===== config.mk =====
export PLATFORM = sky130hd
export DESIGN_NAME = ksht_hash
export DESIGN_NICKNAME = d
export VERILOG_FILES = /design/src/rtl/ksht_pkg.sv /design/src/rtl/ksht_hash.sv
export SDC_FILE = /design/constraint.sdc
export NUM_CORES = 2
export LEC_CHECK = 0
export ABC_CLOCK_PERIOD_IN_PS = 9100
export BUFFER_PORTS_ARGS = -buffer_cell sky130_fd_sc_hd__buf_2
export CAP_MARGIN = 10
export CORE_UTILIZATION = 60
export CTS_CLUSTER_SIZE = 14
export DETAILED_ROUTE_END_ITERATION = 8
export PLACE_DENSITY = 0.8
export REMOVE_ABC_BUFFERS = 1
export SYNTH_ARGS = -nofsm -noshare
export SYNTH_HDL_FRONTEND = slang
export SYNTH_SLANG_ARGS = --single-unit
export TNS_END_PERCENT = 100

===== constraint.sdc =====
create_clock -name clk -period 9.1 [get_ports clk]
set_input_delay 1.365 -clock clk [delete_from_list [all_inputs] [get_ports clk]]
set_output_delay 1.365 -clock clk [all_outputs]
set_load 0.01 [all_outputs]

===== src/rtl/ksht_pkg.sv =====
package ksht_pkg;

    localparam int DEF_TABLE_SLOTS = 1024;
    localparam int KEY_W           = 64;
    localparam int COUNT_W         = 11;
    localparam int PAYLOAD_W       = 352;

    localparam logic [63:0] HASH_MUL1 = 64'hbf58476d1ce4e5b9;
    localparam logic [63:0] HASH_MUL2 = 64'h94d049bb133111eb;
    localparam int HASH_SH0 = 30;
    localparam int HASH_SH1 = 27;
    localparam int HASH_SH2 = 31;
    localparam int LOAD_NUM = 10;
    localparam int LOAD_DEN = 7;

    typedef enum logic [1:0] {
        MARK_EMPTY = 2'd0,
        MARK_LIVE  = 2'd1,
        MARK_TOMB  = 2'd2
    } mark_t;

    typedef enum logic [1:0] {
        ST_OK         = 2'd0,
        ST_MISSING    = 2'd1,
        ST_BAD_BOUNDS = 2'd2,
        ST_FULL       = 2'd3
    } status_t;

    typedef enum logic [2:0] {
        S_CLEAR,
        S_IDLE,
        S_HASH,
        S_RD,
        S_CHK,
        S_DECIDE,
        S_OUT
    } state_t;

    typedef enum logic [1:0] {
        H_IDLE,
        H_MUL,
        H_MIX,
        H_REM
    } hash_state_t;

    // True when a > b as IEEE singles; any NaN compares false.
    function automatic logic single_greater(input logic [31:0] a, input logic [31:0] b);
        logic        a_nan;
        logic        b_nan;
        logic [31:0] a_ord;
        logic [31:0] b_ord;
        a_nan = (a[30:0] > 31'h7f800000);
        b_nan = (b[30:0] > 31'h7f800000);
        a_ord = a[31] ? ~a : {1'b1, a[30:0]};
        b_ord = b[31] ? ~b : {1'b1, b[30:0]};
        if (a_nan || b_nan || ((a[30:0] | b[30:0]) == 31'd0))
            return 1'b0;
        return a_ord > b_ord;
    endfunction

    function automatic logic bounds_bad(input logic [63:0] packed_b);
        return single_greater(packed_b[31:0], packed_b[63:32]);
    endfunction

endpackage


===== src/rtl/ksht_hash.sv =====
module ksht_hash import ksht_pkg::*; #(
    parameter int TABLE_SLOTS = DEF_TABLE_SLOTS
) (
    input  logic                           clk,
    input  logic                           rst_n,
    input  logic                           start,
    input  logic [KEY_W-1:0]               key,
    output logic                           done,
    output logic [$clog2(TABLE_SLOTS)-1:0] home
);

    localparam int SLOT_W = $clog2(TABLE_SLOTS);
    localparam bit IS_POW2 = ((TABLE_SLOTS & (TABLE_SLOTS - 1)) == 0);
    localparam logic [31:0] RECIP = 32'(64'h1_0000_0000 / 64'(TABLE_SLOTS));
    localparam logic [32:0] SLOTS_33 = 33'(TABLE_SLOTS);

    hash_state_t h_reg, h_next;
    logic [63:0] v_reg;
    logic [63:0] acc_reg;
    logic [63:0] prod_reg;
    logic [63:0] val_reg;
    logic [1:0]  cnt_reg;
    logic [2:0]  digit_reg;
    logic        round_reg;
    logic [SLOT_W-1:0] rem_reg;

    logic [63:0] mul_c;
    logic [31:0] op_a;
    logic [31:0] op_b;
    logic [63:0] mixed;
    logic [SLOT_W-1:0] rem_step;
    logic [31:0] rem_t;
    logic [15:0] rem_q;
    logic [32:0] rem_d;
    logic [32:0] rem_fix;

    assign mul_c = round_reg ? HASH_MUL2 : HASH_MUL1;
    assign op_a  = (h_reg == H_REM) ? rem_t :
                   ((cnt_reg == 2'd2) ? v_reg[63:32] : v_reg[31:0]);
    assign op_b  = (h_reg == H_REM) ? RECIP :
                   ((cnt_reg == 2'd1) ? mul_c[63:32] : mul_c[31:0]);
    assign mixed = acc_reg ^ (acc_reg >> HASH_SH2);

    // Remainder by the slot count, sixteen hash bits per digit. The shared
    // multiplier estimates the quotient from a reciprocal; the estimate is at most
    // one low, so a single compare and subtract finishes the digit.
    assign rem_t   = (32'(rem_reg) << 16) | {16'd0, val_reg[63:48]};
    assign rem_q   = prod_reg[47:32];
    assign rem_d   = {1'b0, rem_t} - 33'(rem_q) * SLOTS_33;
    assign rem_fix = (rem_d >= SLOTS_33) ? rem_d - SLOTS_33 : rem_d;
    assign rem_step = rem_fix[SLOT_W-1:0];

    always_comb
    begin
        h_next = h_reg;
        unique case (h_reg)
            H_IDLE: if (start) h_next = H_MUL;
            H_MUL:  if (cnt_reg == 2'd3) h_next = H_MIX;
            H_MIX:
            begin
                if (!round_reg)
                    h_next = H_MUL;
                else if (IS_POW2)
                    h_next = H_IDLE;
                else
                    h_next = H_REM;
            end
            H_REM:  if (digit_reg == 3'd7) h_next = H_IDLE;
            default: h_next = H_IDLE;
        endcase
    end

    always_comb
    begin
        done = 1'b0;
        home = rem_step;
        unique case (h_reg)
            H_MIX:
            begin
                done = round_reg && IS_POW2;
                home = mixed[SLOT_W-1:0];
            end
            H_REM:   done = (digit_reg == 3'd7);
            default: done = 1'b0;
        endcase
    end

    always_ff @(posedge clk or negedge rst_n)
    begin
        if (!rst_n)
        begin
            h_reg <= H_IDLE;
        end
        else
        begin
            h_reg <= h_next;
        end
    end

    always_ff @(posedge clk)
    begin
        prod_reg <= op_a * op_b;
        case (h_reg)
            H_IDLE:
            begin
                v_reg     <= key ^ (key >> HASH_SH0);
                round_reg <= 1'b0;
                cnt_reg   <= 2'd0;
            end
            H_MUL:
            begin
                cnt_reg <= cnt_reg + 2'd1;
                if (cnt_reg == 2'd1)
                    acc_reg <= prod_reg;
                else if (cnt_reg != 2'd0)
                    acc_reg <= acc_reg + {prod_reg[31:0], 32'd0};
            end
            H_MIX:
            begin
                v_reg     <= acc_reg ^ (acc_reg >> HASH_SH1);
                round_reg <= 1'b1;
                cnt_reg   <= 2'd0;
                val_reg   <= mixed;
                rem_reg   <= '0;
                digit_reg <= 3'd0;
            end
            H_REM:
            begin
                if (digit_reg[0])
                begin
                    rem_reg <= rem_step;
                    val_reg <= val_reg << 16;
                end
                digit_reg <= digit_reg + 3'd1;
            end
            default:
            begin
                cnt_reg <= 2'd0;
            end
        endcase
    end

endmodule

**After elaboration in Yosys (flattened, before gate mapping)**

Index checks and enable logic that the tools add are counted.

- $add $sub $neg: 5
- Multipliers: 1
- $lt $le $gt $ge: 1
- Equality and inequality tests: 11
- Muxes and demuxes: 23
- Bitwise operators: 4
- Reduce and logical (&&, ||, !) cells: 10

Operators by type and width:

| cell | number |
|---|---|
| one-hot mux 64 bit (2 select lines) | 2 |
| two-way mux 64 bit | 3 |
| two-way mux 32 bit | 4 |
| adder 64 bit | 1 |
| multiplier 32 x 32 -> 64 bit | 1 |
| XOR 64 x 33 -> 64 bit | 1 |
| XOR 64 x 34 -> 64 bit | 1 |
| XOR 64 x 37 -> 64 bit | 1 |
| two-way mux 62 bit | 1 |
| >= comparator 33 x 11 -> 1 bit (second input constant) | 1 |
| two-way mux 10 bit | 3 |
| subtractor 26 x 26 -> 27 bit | 1 |
| bitwise OR 26 x 16 -> 26 bit | 1 |
| one-hot mux 10 bit (2 select lines) | 1 |
| nonzero test 2 bit | 5 |
| subtractor 10 x 1 -> 10 bit (second input constant) | 1 |
| equality test 2 bit (second input constant) | 4 |
| one-hot mux 2 bit (4 select lines) | 1 |
| two-way mux 2 bit | 3 |
| inequality test 2 bit (second input constant) | 3 |
| one-hot mux 3 bit (2 select lines) | 1 |
| equality test 2 x 1 -> 1 bit (second input constant) | 2 |
| one-hot mux 1 bit (2 select lines) | 2 |
| one-hot mux 2 bit (2 select lines) | 1 |
| 9 further kinds | 10 |

- Register bits after elaboration: 274
- Input bits: 67
- Output and inout port bits: 11
- Logic and storage cells: 64

**Longest topological paths before layout**

- Word-level depth: 6
- Depth in mapped cells: 37
- Depth with buffers taken out: 35

**Worst setup path after synthesis**

OpenSTA, ideal clock, no wires.

- Path kind: register -> register
- Start: register cnt_reg[0]
- End: register prod_reg[58]
- Library setup time: 88 ps
- Arrival time: 8511 ps
- Data required time: 9012 ps
- Setup slack: 501 ps
- Stages on the path, launching flop included: 32
- Buffers on the path: 3
- Clock period less this slack: 8599 ps
- Path through: edfxtp_1 -> inv_1 -> ha_1 -> clkbuf_1 -> buf_2 -> mux2_2 -> nand2_1 -> inv_1 -> nor2_1 -> nor2_1 -> fa_1 -> inv_1 -> fa_1 -> inv_1 -> fa_1 -> inv_1 -> fa_1 -> inv_1 -> fa_1 -> fa_1 -> fa_1 -> fa_1 -> ha_1 -> buf_2 -> a21o_1 -> a221o_1 -> a21o_1 -> a211o_2 -> o2111ai_2 -> a211o_1 -> nand2_1 -> a311oi_2

- Longest elaborated chain between the ends: 4
- Elaborated cells on any way between the ends: 7
- Those cells by class: 1 x mul; 2 x eq/ne; 4 x mux

Ends and longest elaborated chain:

| what | line | source |
|---|---|---|
| start, declared | ksht_hash.sv:22 | `logic [1:0] cnt_reg;` |
| start signal, assigned | ksht_hash.sv:112 | `cnt_reg <= cnt_reg + 2'd1;` |
| equality test 2 bit / equality test 2 x 1 -> 1 bit (equally long branches) | ksht_hash.sv:39, ksht_hash.sv:41 |  |
| two-way mux 32 bit (on tied branches) | ksht_hash.sv:39, ksht_hash.sv:41 |  |
| two-way mux 32 bit (on tied branches) | ksht_hash.sv:38, ksht_hash.sv:40 |  |
| multiplier 32 x 32 -> 64 bit (*) | ksht_hash.sv:102 | `prod_reg <= op_a * op_b;` |
| end signal, assigned | ksht_hash.sv:102 |  |
| end, declared | ksht_hash.sv:20 | `logic [63:0] prod_reg;` |

Mark *: on every way between the ends. The rest lies on a longest branch, timed or not.
A chain may end at the register's enable or synchronous reset.

**Worst setup path after layout**

Ends and elaborated chain as after synthesis.

==> results.md <==
* Status: complete, no violations
* Area leader, netlist: fa_1
* Vias in the first global route at 34,862
* Critical Setup Path Class: flip-flop to flip-flop
* Synth warnings at 0
* CP Depth at 30
* CP Launch Point: cnt_reg[0]
* Worst skew pair latency at 550 ps
* Final nets at 5,932
* Most frequent cell after synthesis: inv_1
* Most common cell on crit path: fa_1
* Count of input and output buffers at 77
* Synthesized cell area at 0.04259 mm²
* Non-Filler Instances at 5,634
* DRC violations left at 0
* GR Util met2 at 68.80%
* Cells after synthesis at 4,333
* Clock skew at 22.91 ps
* Proportion of netlist area held by the largest area contributor at 38.82%
* Detailed placer's ending HPWL at 137,500 µm
* Root buf cell: clkbuf_16
* Synthesis-stage register bit count at 274
* Layout Utilization at 67.65%
* Die height at 268.4 µm
* Dpl cells at 5,583
* Critical R2R Capture: prod_reg[58]
* RD Place Congestion at 1.080
* Hold Path Class: flip-flop to flip-flop
* Maximum fanout along the worst path at 10
* Final hold viol count at 0
* Setup TNS at 0 ps
* Drt total wl at 160,600 µm
* Gr usage total at 45.94%
* Crit. End Element: flip-flop
* Largest net degree at the start of global routing at 93
* Post-synth EDFFs at 208
* Die X-Extent at 268.4 µm
* Post-synth top cells: inv_1, fa_1, nor2_1
* Post-synth top flop: edfxtp_1
* Peak Freq at 112.8 MHz
* IO Pins at 78
* Share of layout cells above drive strength 1 at 12.45%
* CTS Hold Buffers Added at 0
* Worst slew margin at 21.29%
* Routed Antenna Nets at 0
* Req. time, crit path at 9550 ps
* Worst-Margin Slew at 1181 ps
* Syn avg cell area at 9.829 µm²
* Drt first pass iters at 6
* Worst setup SP type: flip-flop
* Routed WL per cell at 28.50 µm
* Total CTS buffers at 25
* Post-synth cell types at 74
* Fin crit period at 8867 ps
* Area delta synth->final at 11.42%
* Total congestion overflow at 0
* Initial drt markers at 3,862
* CTS tree: yes
* Sequential-to-total area share from yosys stat at 17.79%
* RSZ-0062 raised after global routing: false
* Setup crit end: prod_reg[58]
* First-pass GRT wire length at 230,900 µm
* Met3 Use GR at 10.60%
* Pre-CTS setup slack at -87.63 ps
* Period utilization at 97.44%
* Setup Viol. Count Final at 0
* Max Cap Viol at 0
* Pins Over Slew Limit at 0
* Worst Path Buf+Inv at 7
* Initial antenna violation count at 6
* Crit-path max cell delay at 570 ps
* Clk pin slew, worst setup/hold paths at 70 ps
* CTS Sinks at 274
* Detailed-route via count at 33,227
* M1 GR Usage at 58.24%
* Reg2reg path depth at 30
* Initial core utilization at 60.71%
* Async S/R FF share, synth at 0.7299%
* CP max stage cell: fa_1
* Fillers at 5,766
* Synth top area cells: fa_1, edfxtp_1, ha_1
* Grt peak-use layer: met2
* H-tree levels at 1
* Num rows at 97
* Routed vias/inst at 5.898
* Final worst slack at 232.5 ps
* Crit Reg-Reg Startpoint: cnt_reg[0]
* Arr. time, crit path at 9320 ps
* Die area at 0.07205 mm²
* Cell family with most CP delay: adder cells
* Core area at 0.07015 mm²
* Reg-to-reg setup timing slack at 230 ps
* Max Buffers Root-to-Sink at 3
==> per-stage QoR <==
step,hold WS [ps],area (µm²)
global placement,486.0,46470
global route,533.6,47450
finish,512.4,47460
CTS,510.1,47280
floorplan,482.4,42140
detailed placement,492.6,46470
==> what timing repair did <==
item,CTS,global route
pin swaps,0,1
setup buffers,0,3
gates cloned,0,1
resized for setup,4,30
endpoints found under the setup margin,9,28
==> worst reg2reg max path, delay by kind of cell (launching register included) <==
| family | cells | cell delay [ps] |
|---|---|---|
| fa+ha+maj | 10 | 4620 |
| flops | 1 | 500 |
| simple gates | 3 | 400 |
| buf+inv | 7 | 800 |
| mux | 1 | 390 |
| compound gates | 9 | 2080 |
==> kinds of logic (layout without fill, tap and decap cells) <==
family / after synthesis / after routing / synth area share, %
DFF: 274 / 274 / 17.79
other: 0 / 2 / 0
buffers and inverters: 1149 / 1508 / 10.16
AOI/OAI and AO/OA: 444 / 444 / 6.448
and+or+nand+nor: 1006 / 1006 / 10.15
muxes: 78 / 78 / 1.977
adders and majority gates: 1191 / 1191 / 49.55
xor gates and xnor gates: 191 / 191 / 3.928
==> layout make-up <==
| type | instances | area, µm² | area share (%) |
|---|---|---|---|
| antenna | 2 | 5.005 | 0.01055 |
| clock buffer | 43 | 774.5 | 1.632 |
| clock inverter | 2 | 15.01 | 0.03164 |
| inverter | 1032 | 3875 | 8.165 |
| multi-input combinational | 2910 | 30870 | 65.05 |
| sequential | 274 | 7577 | 15.97 |
| tap | 940 | 1176 | 2.478 |
| timing repair buffer | 431 | 3161 | 6.660 |
==> layer usage <==
layer / routed length, µm / up-vias
li1: - / 14027
met1: 57770 / 16570
met2: 69850 / 2022
met3: 17130 / 602
met4: 15770 / 6
met5: 40 / -
==> how the worst min path moves through the flow <==
stage / start / endpoint / slack, ps / cells past startpoint
global route: val_reg[27] / val_reg[43] / 530 / 2
CTS: val_reg[40] / val_reg[56] / 510 / 2
detailed placement: val_reg[33] / val_reg[49] / 490 / 2
finish: val_reg[40] / val_reg[56] / 510 / 2
global placement: val_reg[20] / val_reg[36] / 490 / 2
floorplan: prod_reg[36] / acc_reg[36] / 480 / 2
==> cell usage in the layout (no fill, tap or decap), types with 10 or more instances in the layout <==
master,synthesis,routed
nor3_1,25,22
inv_1,1028,1026
ha_1,365,363
fa_1,826,826
or2_2,15,15
dfxtp_1,64,64
or3_1,24,24
nand4_1,15,15
and2_1,40,39
xnor2_1,121,121
buf_2,9,77
clkbuf_16,0,27
xor2_1,70,70
edfxtp_1,208,208
a21o_1,53,53
o21bai_1,23,23
mux2_2,49,49
mux2i_1,29,22
buf_4,1,345
nand2_1,371,369
o21ai_0,126,123
clkbuf_1,103,11
nand3_1,39,39
o21ai_1,23,23
o211ai_1,10,10
nand2b_1,10,10
o21a_1,13,12
and3_1,36,36
nor2_1,402,392
nor2_2,0,10
a21oi_1,123,123
Power is not shown: default switching activity piles up to over one toggle a cycle in this logic, so the estimate is an artifact.
